==> src/rtl/core/rgba_bm_pkg.sv <==
// ----------------------------------------------------------------------------
// RGBA blend mode unit package
// Shared constants and the blend mode code type.
// ----------------------------------------------------------------------------
package rgba_bm_pkg;

    // default channel width, 2^CHANNEL_BITS - 1 stands for 1.0
    localparam int CHANNEL_BITS_DEF = 8;

    // red, green, blue, alpha
    localparam int NUM_LANES  = 4;
    localparam int ALPHA_LANE = 3;

    typedef enum logic [1:0] {
        MODE_ADD    = 2'd0,
        MODE_SCREEN = 2'd1,
        MODE_DIFF   = 2'd2,
        MODE_DODGE  = 2'd3
    } t_blend_mode;

endpackage

==> src/rtl/core/rgba_blend_mode_unit_top.sv <==
// ----------------------------------------------------------------------------
// RGBA blend mode unit
// Blends an existing RGBA pixel with a new RGBA colour under one of four
// modes (add, screen, difference, colour dodge), one pixel per clock.
// ----------------------------------------------------------------------------
//
//  channel  | dir | handshake                         | payload
//  ---------+-----+-----------------------------------+---------------------------
//  s_axis   | in  | i_s_axis_tvalid / o_s_axis_tready | dst r,g,b,a then src r,g,b,a
//  m_axis   | out | o_m_axis_tvalid / i_m_axis_tready | out r,g,b,a
//  cfg      | in  | i_cfg_valid / o_cfg_ready         | blend_mode (2 bits)
//
//  One transaction per clock sustained while the output is not stalled. A pixel
//  passes the input register, stage 2, stage 3, the colour dodge divider, which
//  resolves one quotient bit per pipeline stage, and the output register.
//  Reset (synchronous, active low) clears all valid bits and sets the mode
//  to add. An output register plus one skid entry absorb a stall; o_s_axis_tready
//  is registered and drops only once the skid entry fills, freezing the whole
//  pipeline until the output drains. o_cfg_ready is always high; the user must
//  write the mode only while the unit is idle, which the unit does not enforce.
//
module rgba_blend_mode_unit_top #(
    parameter int CHANNEL_BITS = rgba_bm_pkg::CHANNEL_BITS_DEF
) (
    input  logic                                    i_clk,
    input  logic                                    i_rst_n,
    // slave stream
    input  logic                                    i_s_axis_tvalid,
    output logic                                    o_s_axis_tready,
    // dst_red, dst_green, dst_blue, dst_alpha, src_red, src_green, src_blue,
    // src_alpha, CHANNEL_BITS each from bit 0 up, zero pad to whole bytes
    input  logic [((2*rgba_bm_pkg::NUM_LANES*CHANNEL_BITS+7)/8)*8-1:0] i_s_axis_tdata,
    // master stream
    output logic                                    o_m_axis_tvalid,
    input  logic                                    i_m_axis_tready,
    // out_red, out_green, out_blue, out_alpha, CHANNEL_BITS each from bit 0 up,
    // zero pad to whole bytes
    output logic [((rgba_bm_pkg::NUM_LANES*CHANNEL_BITS+7)/8)*8-1:0] o_m_axis_tdata,
    // configuration
    input  logic                                    i_cfg_valid,
    output logic                                    o_cfg_ready,
    input  logic [1:0]                              i_cfg_data
);

    localparam int N     = CHANNEL_BITS;
    localparam int W2    = 2 * N;
    localparam int LANES = rgba_bm_pkg::NUM_LANES;
    localparam int OUT_W = ((LANES * N + 7) / 8) * 8;

    localparam logic [N-1:0]  FULL   = {N{1'b1}};
    localparam logic [W2-1:0] HALF   = {{(N+1){1'b0}}, {(N-1){1'b1}}};
    localparam logic [W2:0]   FULL_X = {{(N+1){1'b0}}, {N{1'b1}}};

    // ------------------------------------------------------------------
    // mode register
    // ------------------------------------------------------------------
    rgba_bm_pkg::t_blend_mode r_mode;

    assign o_cfg_ready = 1'b1;

    always_ff @(posedge i_clk) begin
        if (!i_rst_n) begin
            r_mode <= rgba_bm_pkg::MODE_ADD;
        end else if (i_cfg_valid) begin
            r_mode <= rgba_bm_pkg::t_blend_mode'(i_cfg_data);
        end
    end

    // ------------------------------------------------------------------
    // pipeline advance: all stages move together while the skid is empty
    // ------------------------------------------------------------------
    logic r_skid_v;
    logic w_adv;

    assign w_adv           = !r_skid_v;
    assign o_s_axis_tready = w_adv;

    // ------------------------------------------------------------------
    // stage 1: input register
    // ------------------------------------------------------------------
    logic                     r1_v;
    rgba_bm_pkg::t_blend_mode r1_mode;
    logic [N-1:0]             r1_a [LANES];
    logic [N-1:0]             r1_b [LANES];

    // ------------------------------------------------------------------
    // stage 2: simple modes, screen product, dodge numerator/denominator
    // ------------------------------------------------------------------
    logic                     r2_v;
    rgba_bm_pkg::t_blend_mode r2_mode;
    logic [N-1:0]             r2_res  [LANES];
    logic [W2-1:0]            r2_prod [LANES];
    logic [W2-1:0]            r2_num  [LANES];
    logic [N-1:0]             r2_den  [LANES];

    logic [N-1:0]             n2_res  [LANES];
    logic [W2-1:0]            n2_prod [LANES];
    logic [W2-1:0]            n2_num  [LANES];
    logic [N-1:0]             n2_den  [LANES];

    always_comb begin
        logic [N:0]   sum;
        logic [N-1:0] ia;
        logic [N-1:0] ib;
        logic [N-1:0] mx;
        logic [N-1:0] df;
        for (int l = 0; l < LANES; l++) begin
            sum = {1'b0, r1_a[l]} + {1'b0, r1_b[l]};
            ia  = FULL - r1_a[l];
            ib  = FULL - r1_b[l];
            mx  = (r1_a[l] > r1_b[l]) ? r1_a[l] : r1_b[l];
            df  = (r1_a[l] > r1_b[l]) ? (r1_a[l] - r1_b[l]) : (r1_b[l] - r1_a[l]);
            unique case (r1_mode)
                rgba_bm_pkg::MODE_ADD: begin
                    n2_res[l] = sum[N] ? FULL : sum[N-1:0];
                end
                rgba_bm_pkg::MODE_SCREEN: begin
                    n2_res[l] = '0;    // filled in after the divide by FULL
                end
                rgba_bm_pkg::MODE_DIFF: begin
                    n2_res[l] = (l == rgba_bm_pkg::ALPHA_LANE) ? mx : df;
                end
                rgba_bm_pkg::MODE_DODGE: begin
                    n2_res[l] = mx;    // alpha only; colour lanes take the quotient
                end
                default: begin
                    n2_res[l] = '0;
                end
            endcase
            n2_prod[l] = W2'(ia) * W2'(ib);
            // a * FULL = (a << N) - a
            n2_num[l]  = {r1_a[l], {N{1'b0}}} - {{N{1'b0}}, r1_a[l]};
            n2_den[l]  = ib;
        end
    end

    // ------------------------------------------------------------------
    // divider chain, index 0 is stage 3, index k+1 resolves bit N-1-k
    // ------------------------------------------------------------------
    logic                     r_dv_v    [N+1];
    rgba_bm_pkg::t_blend_mode r_dv_mode [N+1];
    logic [N-1:0]             r_dv_res  [N+1][LANES];
    logic [W2-1:0]            r_dv_rem  [N+1][LANES];
    logic [N-1:0]             r_dv_den  [N+1][LANES];
    logic [N-1:0]             r_dv_quo  [N+1][LANES];
    logic                     r_dv_sat  [N+1][LANES];

    // stage 3 screen terms
    logic [W2-1:0]            r3_x  [LANES];
    logic [N-1:0]             r3_q0 [LANES];

    logic [W2-1:0]            n3_x   [LANES];
    logic [N-1:0]             n3_q0  [LANES];
    logic                     n3_sat [LANES];

    // x / FULL estimate: (x + (x >> N)) >> N, low by at most one
    always_comb begin
        logic [W2:0] s;
        for (int l = 0; l < LANES; l++) begin
            n3_x[l]   = r2_prod[l] + HALF;
            s         = {1'b0, n3_x[l]} + {{(N+1){1'b0}}, n3_x[l][W2-1:N]};
            n3_q0[l]  = s[W2-1:N];
            // quotient would need N+1 bits (covers a zero divisor too)
            n3_sat[l] = (r2_num[l] >= {r2_den[l], {N{1'b0}}});
        end
    end

    // screen correction, evaluated on stage 3 registers
    logic [N-1:0] n_scr [LANES];

    always_comb begin
        logic [W2:0] rm;
        logic        inc;
        for (int l = 0; l < LANES; l++) begin
            rm  = {1'b0, r3_x[l]} + {{(N+1){1'b0}}, r3_q0[l]}
                - {1'b0, r3_q0[l], {N{1'b0}}};
            inc = (rm >= FULL_X);
            n_scr[l] = FULL - r3_q0[l] - {{(N-1){1'b0}}, inc};
        end
    end

    // ------------------------------------------------------------------
    // stage registers 1..3, valid bits
    // ------------------------------------------------------------------
    always_ff @(posedge i_clk) begin
        if (!i_rst_n) begin
            r1_v      <= 1'b0;
            r2_v      <= 1'b0;
            r_dv_v[0] <= 1'b0;
        end else if (w_adv) begin
            r1_v      <= i_s_axis_tvalid;
            r2_v      <= r1_v;
            r_dv_v[0] <= r2_v;
        end
    end

    always_ff @(posedge i_clk) begin
        if (w_adv) begin
            r1_mode      <= r_mode;
            r2_mode      <= r1_mode;
            r_dv_mode[0] <= r2_mode;
            for (int l = 0; l < LANES; l++) begin
                r1_a[l]        <= i_s_axis_tdata[l*N +: N];
                r1_b[l]        <= i_s_axis_tdata[(LANES+l)*N +: N];
                r2_res[l]      <= n2_res[l];
                r2_prod[l]     <= n2_prod[l];
                r2_num[l]      <= n2_num[l];
                r2_den[l]      <= n2_den[l];
                r_dv_res[0][l] <= r2_res[l];
                r_dv_rem[0][l] <= r2_num[l];
                r_dv_den[0][l] <= r2_den[l];
                r_dv_quo[0][l] <= '0;
                r_dv_sat[0][l] <= n3_sat[l];
                r3_x[l]        <= n3_x[l];
                r3_q0[l]       <= n3_q0[l];
            end
        end
    end

    // ------------------------------------------------------------------
    // restoring divide, one quotient bit per stage
    // ------------------------------------------------------------------
    for (genvar k = 0; k < N; k++) begin : g_div
        logic [N-1:0]  n_res [LANES];
        logic [W2-1:0] n_rem [LANES];
        logic [N-1:0]  n_quo [LANES];

        always_comb begin
            logic [W2-1:0] dsh;
            logic          ge;
            for (int l = 0; l < LANES; l++) begin
                dsh = {{N{1'b0}}, r_dv_den[k][l]} << (N - 1 - k);
                ge  = (r_dv_rem[k][l] >= dsh);
                n_rem[l] = ge ? (r_dv_rem[k][l] - dsh) : r_dv_rem[k][l];
                n_quo[l] = r_dv_quo[k][l];
                n_quo[l][N-1-k] = ge;
                if (k == 0 && r_dv_mode[k] == rgba_bm_pkg::MODE_SCREEN) begin
                    n_res[l] = n_scr[l];
                end else begin
                    n_res[l] = r_dv_res[k][l];
                end
            end
        end

        always_ff @(posedge i_clk) begin
            if (!i_rst_n) begin
                r_dv_v[k+1] <= 1'b0;
            end else if (w_adv) begin
                r_dv_v[k+1] <= r_dv_v[k];
            end
        end

        always_ff @(posedge i_clk) begin
            if (w_adv) begin
                r_dv_mode[k+1] <= r_dv_mode[k];
                for (int l = 0; l < LANES; l++) begin
                    r_dv_res[k+1][l] <= n_res[l];
                    r_dv_rem[k+1][l] <= n_rem[l];
                    r_dv_den[k+1][l] <= r_dv_den[k][l];
                    r_dv_quo[k+1][l] <= n_quo[l];
                    r_dv_sat[k+1][l] <= r_dv_sat[k][l];
                end
            end
        end
    end

    // ------------------------------------------------------------------
    // final select and pack
    // ------------------------------------------------------------------
    logic [OUT_W-1:0] n_pix;

    always_comb begin
        n_pix = '0;
        for (int l = 0; l < LANES; l++) begin
            if (r_dv_mode[N] == rgba_bm_pkg::MODE_DODGE && l != rgba_bm_pkg::ALPHA_LANE) begin
                n_pix[l*N +: N] = r_dv_sat[N][l] ? FULL : r_dv_quo[N][l];
            end else begin
                n_pix[l*N +: N] = r_dv_res[N][l];
            end
        end
    end

    // ------------------------------------------------------------------
    // output register and skid entry
    // ------------------------------------------------------------------
    logic             r_out_v;
    logic [OUT_W-1:0] r_out_data;
    logic [OUT_W-1:0] r_skid_data;

    logic             n_out_v;
    logic             n_skid_v;
    logic             n_out_load;
    logic             n_out_from_skid;
    logic             n_skid_load;

    always_comb begin
        n_out_v         = r_out_v;
        n_skid_v        = r_skid_v;
        n_out_load      = 1'b0;
        n_out_from_skid = 1'b0;
        n_skid_load     = 1'b0;
        if (r_skid_v) begin
            // pipeline frozen, drain skid into the output register
            if (i_m_axis_tready) begin
                n_out_from_skid = 1'b1;
                n_skid_v        = 1'b0;
            end
        end else if (r_dv_v[N]) begin
            if (!r_out_v || i_m_axis_tready) begin
                n_out_load = 1'b1;
                n_out_v    = 1'b1;
            end else begin
                n_skid_load = 1'b1;
                n_skid_v    = 1'b1;
            end
        end else if (i_m_axis_tready) begin
            n_out_v = 1'b0;
        end
    end

    always_ff @(posedge i_clk) begin
        if (!i_rst_n) begin
            r_out_v  <= 1'b0;
            r_skid_v <= 1'b0;
        end else begin
            r_out_v  <= n_out_v;
            r_skid_v <= n_skid_v;
        end
    end

    always_ff @(posedge i_clk) begin
        if (n_out_load) begin
            r_out_data <= n_pix;
        end else if (n_out_from_skid) begin
            r_out_data <= r_skid_data;
        end
        if (n_skid_load) begin
            r_skid_data <= n_pix;
        end
    end

    assign o_m_axis_tvalid = r_out_v;
    assign o_m_axis_tdata  = r_out_data;

endmodule

==> config.mk <==
export PLATFORM = sky130hd
export DESIGN_NAME = rgba_blend_mode_unit_top
export DESIGN_NICKNAME = d
export VERILOG_FILES = /design/src/rtl/core/rgba_bm_pkg.sv /design/src/rtl/core/rgba_blend_mode_unit_top.sv
export SDC_FILE = /design/constraint.sdc
export NUM_CORES = 2
export LEC_CHECK = 0
export BUFFER_PORTS_ARGS = -buffer_cell sky130_fd_sc_hd__buf_2
export CAP_MARGIN = 5
export CORE_MARGIN = 8
export CORE_UTILIZATION = 35
export DETAILED_ROUTE_END_ITERATION = 10
export PLACE_DENSITY = 0.46
export SYNTH_ARGS = -nofsm -noshare
export SYNTH_HDL_FRONTEND = slang
export SYNTH_SLANG_ARGS = --single-unit
==> constraint.sdc <==
create_clock -name i_clk -period 65.5 [get_ports i_clk]
set_clock_uncertainty 0.1 [all_clocks]
set_input_delay 13.1 -clock i_clk [delete_from_list [all_inputs] [get_ports i_clk]]
set_output_delay 13.1 -clock i_clk [all_outputs]
set_load 0.05 [all_outputs]
Word level (Yosys, flattened, before mapping)
Memory sizes are Yosys's and may differ from the RTL's.
Cells that the tools add are included.
{"block": "word_totals", "reg_bits": 74, "ram_bits": 1855, "inputBits": 71, "output_inout_bits": 35, "wordCells": 259, "n_memories": 15}
{"block": "op_classes", "addsub": 78, "multipliers": 4, "magnitude_cmp": 44, "eq_ne": 6, "muxes": 85, "bitwise": 10, "reduce_logical": 8}
{"memory": "r_dv_rem", "depth": 9, "width": 64, "read_ports": 8, "rd_clocked_by_memory_dff": 0, "write_ports": 9, "line_no": "rgba_blend_mode_unit_top.sv:143", "text": "logic [W2-1:0] r_dv_rem [N+1][LANES];"}
{"memory": "r_dv_den", "depth": 9, "width": 32, "read_ports": 8, "rd_clocked_by_memory_dff": 0, "write_ports": 9, "line_no": "rgba_blend_mode_unit_top.sv:144", "text": "logic [N-1:0] r_dv_den [N+1][LANES];"}
{"memory": "r_dv_quo", "depth": 9, "width": 32, "read_ports": 9, "rd_clocked_by_memory_dff": 0, "write_ports": 9, "line_no": "rgba_blend_mode_unit_top.sv:145", "text": "logic [N-1:0] r_dv_quo [N+1][LANES];"}
{"memory": "r_dv_res", "depth": 9, "width": 32, "read_ports": 9, "rd_clocked_by_memory_dff": 0, "write_ports": 9, "line_no": "rgba_blend_mode_unit_top.sv:142", "text": "logic [N-1:0] r_dv_res [N+1][LANES];"}
{"memory": "r2_num", "depth": 4, "width": 16, "read_ports": 4, "rd_clocked_by_memory_dff": 0, "write_ports": 4, "line_no": "rgba_blend_mode_unit_top.sv:93", "text": "logic [W2-1:0] r2_num [LANES];"}
{"memory": "r2_prod", "depth": 4, "width": 16, "read_ports": 4, "rd_clocked_by_memory_dff": 0, "write_ports": 4, "line_no": "rgba_blend_mode_unit_top.sv:92", "text": "logic [W2-1:0] r2_prod [LANES];"}
{"memory": "+9 memories"}
{"operator": "two-way mux 16 bit", "count": 32}
{"operator": "two-way mux 8 bit", "count": 21}
{"operator": "subtractor 16 x 8 -> 16 bit", "count": 8}
{"operator": "case mux 8 bit (4 select lines)", "count": 3}
{"operator": "subtractor 8 bit, first input constant", "count": 12}
{"operator": "adder 16 x 8 -> 17 bit", "count": 4}
{"operator": ">= comparator 17 x 8 -> 1 bit, second input constant", "count": 4}
{"operator": "subtractor 17 x 16 -> 17 bit", "count": 4}
{"operator": "adder 16 x 7 -> 16 bit, second input constant", "count": 4}
{"operator": "adder 16 x 8 -> 16 bit", "count": 4}
{"operator": ">= comparator 16 x 10 -> 1 bit", "count": 4}
{"operator": ">= comparator 16 x 11 -> 1 bit", "count": 4}
{"operator": ">= comparator 16 x 12 -> 1 bit", "count": 4}
{"operator": ">= comparator 16 x 13 -> 1 bit", "count": 4}
{"operator": ">= comparator 16 x 14 -> 1 bit", "count": 4}
{"operator": ">= comparator 16 x 15 -> 1 bit", "count": 4}
{"operator": ">= comparator 16 bit", "count": 4}
{"operator": ">= comparator 16 x 8 -> 1 bit", "count": 4}
{"operator": ">= comparator 16 x 9 -> 1 bit", "count": 4}
{"operator": "multiplier 8 x 8 -> 16 bit", "count": 4}
{"operator": "two-way mux 32 bit", "count": 2}
{"operator": "subtractor 16 x 10 -> 16 bit", "count": 4}
{"operator": "subtractor 16 x 11 -> 16 bit", "count": 4}
{"operator": "subtractor 16 x 12 -> 16 bit", "count": 4}
{"operator": "21 further kinds", "count": 85}

Longest topological paths before layout
{"block": "logic_depth", "word_depth": 6, "depth_mapped": 21}

Worst setup path after synthesis
OpenSTA, ideal clock, no wires.
{"block": "synth_timing", "kind": "register to output", "from": "reg r_skid_v", "to": "out o_s_axis_tready", "arrival_ps": 26616, "required_time_ps": 52300, "slack_ps": 25684, "stages_incl_launch_ff": 3, "path_buffers": 1, "path_cell_list": "dfxtp_1 -> clkbuf_1 -> inv_1"}
{"block": "synth_between", "elab_chain_cells": 1}
{"item": "start: declaration", "line_no": "rgba_blend_mode_unit_top.sv:72", "text": "logic r_skid_v;"}
{"item": "start signal: assignment", "line_no": "rgba_blend_mode_unit_top.sv:327", "text": "r_skid_v <= n_skid_v;"}
{"item": "logical NOT 1 bit", "line_no": "rgba_blend_mode_unit_top.sv:75", "text": "assign w_adv = !r_skid_v;"}
{"item": "end: declaration", "line_no": "rgba_blend_mode_unit_top.sv:29", "text": "output logic o_s_axis_tready,"}
Every way passes these cells.

Final worst setup path
Same ends and word-level chain as after synthesis.

==> reports/metrics.cfg <==
[sta]
worst_pin_slew_ps = 1160
rsz0062_at_grt = no
hold_slack_ps = 290
drv_slew = 0
finalCritPeriodShare_pct = 23.1
slew-limit-headroom_pct = 22.3
fmax_ghz = 0.0662
final-hold-violation-count = 0
setup_viol = 0
min_period_ps = 15120
setup_ws_ps = 50380
tns_ps = 0

[clock_network]
clkTransAtPathRegs_ps = 60
cts_setup_buffers = 0
clockRootBuffer = clkbuf_16
holdBufCountCts = 0
cts_tree = done
cts.sinks = 1428
cts_resized = 0
clk_latency_ps = 800
cts_buffer_depth = 3
numCtsBuffers = 162
cts_htree_levels = 4

[min_path]
hp-start = r_dv_res[5][27]
min_delay_path_depth = 0
hold_class = register to register
holdPathEnd = r_dv_res[6][27]

[setup_path]
r2r-start = r1_a[2][1]
slowest_stage = dfxtp_1
crit_path_cell_trace = inv_8 > buf_2
rrSetupSlack_ps = 59980
cp.required_ps = 52300
arrival_ps = 1920
crit_family = flip-flops
cpPeakStageDelay_ps = 650
critPathBufInv = 2
worstSetupEndpointType = output pin
critPathLaunchType = register
critPathKind = register to output pin
worstPathMaxFanout = 8
r2r-end = r2_prod[2][14]
rr_worst_depth = 14

[route]
drc = 0
vias_per_cell = 4.74
antenna_left = 0
firstDrtPassIters = 5
drt_iter0_drc = 2261
vias = 43900
routed_wl_um = 156000
post_drt_wl_per_cell_um = 16.8

[final_layout]
nets = 7188
fill_cells = 20200
final_cell_mix = edfxtp_1, inv_1, ha_1, nor2_1, nand2_1
area_growth_pct = 12.3
multiInputGateArea_mm2 = 0.0292
mostFrequentLayoutCell = edfxtp_1
drive_above_1_share_pct = 7.47
ff_latch_area_mm2 = 0.0428

[global_routing]
grt_pass1_wl_um = 249000
grt_pass1_vias = 45000
grt_max_degree = 183
grt.total_usage_pct = 13.4
antenna_found_initial = 3
overflow = 0

[floorplanning]
ios = 106
start_util_pct = 35.2
core_area_mm2 = 0.214
die_area_mm2 = 0.230
std_cell_rows = 170
dieWidth_um = 480
dieHeight_um = 480

[outcome]
status = complete, no violations

[placed_design]
dp_slack_ps = 49910
post-dp-hpwl_um = 116000
globalplace.congestion = 0.846
port_buffers = 104

[yosys]
ys_warn_count = 0
synth-seq-area-share_pct = 56.8
synth_cell_types = 91
synthTopCellsByArea = edfxtp_1, ha_1, fa_1, inv_1, nor2_1
synth_area_mm2 = 0.0753
synth_nets = 6979
ys.flop_type = edfxtp_1
synth_edf_count = 1421
avgSynthCellArea_um2 = 12.4
synthArstFlopShare_pct = 0
netlist.top_cell.by_area = edfxtp_1
syn_inst = 6089
yosysTopAreaCellShare_pct = 56.7
ys_seq_elements = 1428

[pwr]
fin_total_pwr_mw = 3.51
p_leak_nw = 35.0
p_sw_mw = 1.16
p_per_area_mw_per_mm2 = 41.5
p_int_mw = 2.35
power.share.clock_pct = 25.4
p_comb_share_pct = 34.1
netSwitchingFraction_pct = 33.2
vdd_drop_max_mv = 0.0307
p_seq_share_pct = 40.5

[run]
maxCapViolCount = 0

## cell usage after synthesis (all sizes together), types with 16 or more instances
library cell	count
clkbuf	79
a21o	71
nand4	40
nor2b	87
or2	18
edfxtp	1421
mux2i	63
nor2	546
a31oi	21
nor3	109
or3	26
fa	175
o21a	36
nand2b	69
o31ai	50
nand3b	16
o211ai	16
inv	782
nor4	57
nand3	63
and3	21
and2	30
xor2	124
a21boi	63
ha	644
o21bai	23
or4	16
xnor2	213
mux2	69
a21oi	268
o21ai	311
nand2	367
## how the worst max path moves through the flow
stage                    startpoint            endpoint  slack [ps]  cells past startpoint
detailed placement  i_m_axis_tready  o_m_axis_tdata[24]       49910                      4
global route               r_skid_v     o_s_axis_tready       50240                      2
finish                     r_skid_v     o_s_axis_tready       50380                      2
global placement    i_m_axis_tready  o_m_axis_tdata[24]       49950                      4
CTS                        r_skid_v     o_s_axis_tready       50250                      2
floorplan                  r_skid_v     o_s_axis_tready       25680                      2
## state kept, by name, indices dropped and copies added, names as in the netlist, 24 cells and up
signal	cells
r_dv_rem	384
r_dv_res	288
r_dv_den	192
r_dv_quo	108
r2_prod	64
r3_x	64
r2_num	48
o_m_axis_tdata	32
r1_a	32
r1_b	32
r2_res	32
r3_q0	32
r_skid_data	32
r_dv_sat	27
r2_den	24
## layout make-up
class                           count  share of cell area, %
Antenna cell                        5                 0.0148
Clock buffer                      210                   5.05
Clock inverter                     84                   1.19
Inverter                          785                   3.49
Multi-Input combinational cell   3785                   34.5
Sequential cell                  1428                   50.6
Tap cell                         2838                   4.20
Timing Repair Buffer              136                  0.929
## layer usage
layer / up-vias / global-route usage (%) / share of wire [%]
li1: 22000 / - / -
met3: 214 / 2.15 / 3.6
met1: 21000 / 19.8 / 52
met2: 633 / 20.5 / 42
met5: - / 0 / 0
met4: 0 / 3.37 / 2.1
## power groups by stage
stage	Sequential [mW]	Combinational [mW]	Clock, mW
finish	1.42	1.20	0.892
detailed placement	1.44	1.20	0
global route	1.45	1.37	0.960
floorplan	1.38	0.937	0
global placement	1.44	1.19	0
CTS	1.43	1.21	0.927
## cell families after synthesis
logic type | after synthesis | share of synthesized area (%)
AND/OR/NAND/NOR | 1520 | 9.57
flip-flops | 1428 | 56.8
AO/OA/AOI/OAI | 974 | 7.98
buffers and inverters | 876 | 4.41
adder cells (fa/ha/maj) | 819 | 15.3
XOR/XNOR | 337 | 3.92
multiplexers | 134 | 1.93
other | 1 | 0.00498
## metrics by stage
step                std cells  cell area, um2  utilization (%)
finish                   9271           84600             39.5
global route             9268           84600             39.5
CTS                      9266           84600             39.5
detailed placement       8972           79300             37.0
global placement         8972           79300             37.0
floorplan                6089           75300                -
## worst reg2reg max path, stage by stage, from the launching register on
cell and delay, ps:
edfxtp_1 790, inv_1 440, nand2_1 200, fa_1 470, fa_1 540, inv_1 50, fa_1 500, fa_1 490
ha_1 330, a21boi_0 160, o311a_1 330, o21a_1 220, o21a_1 200, o41a_1 320, xor2_1 150
No activity file was read; power rests on OpenSTA's default activity.
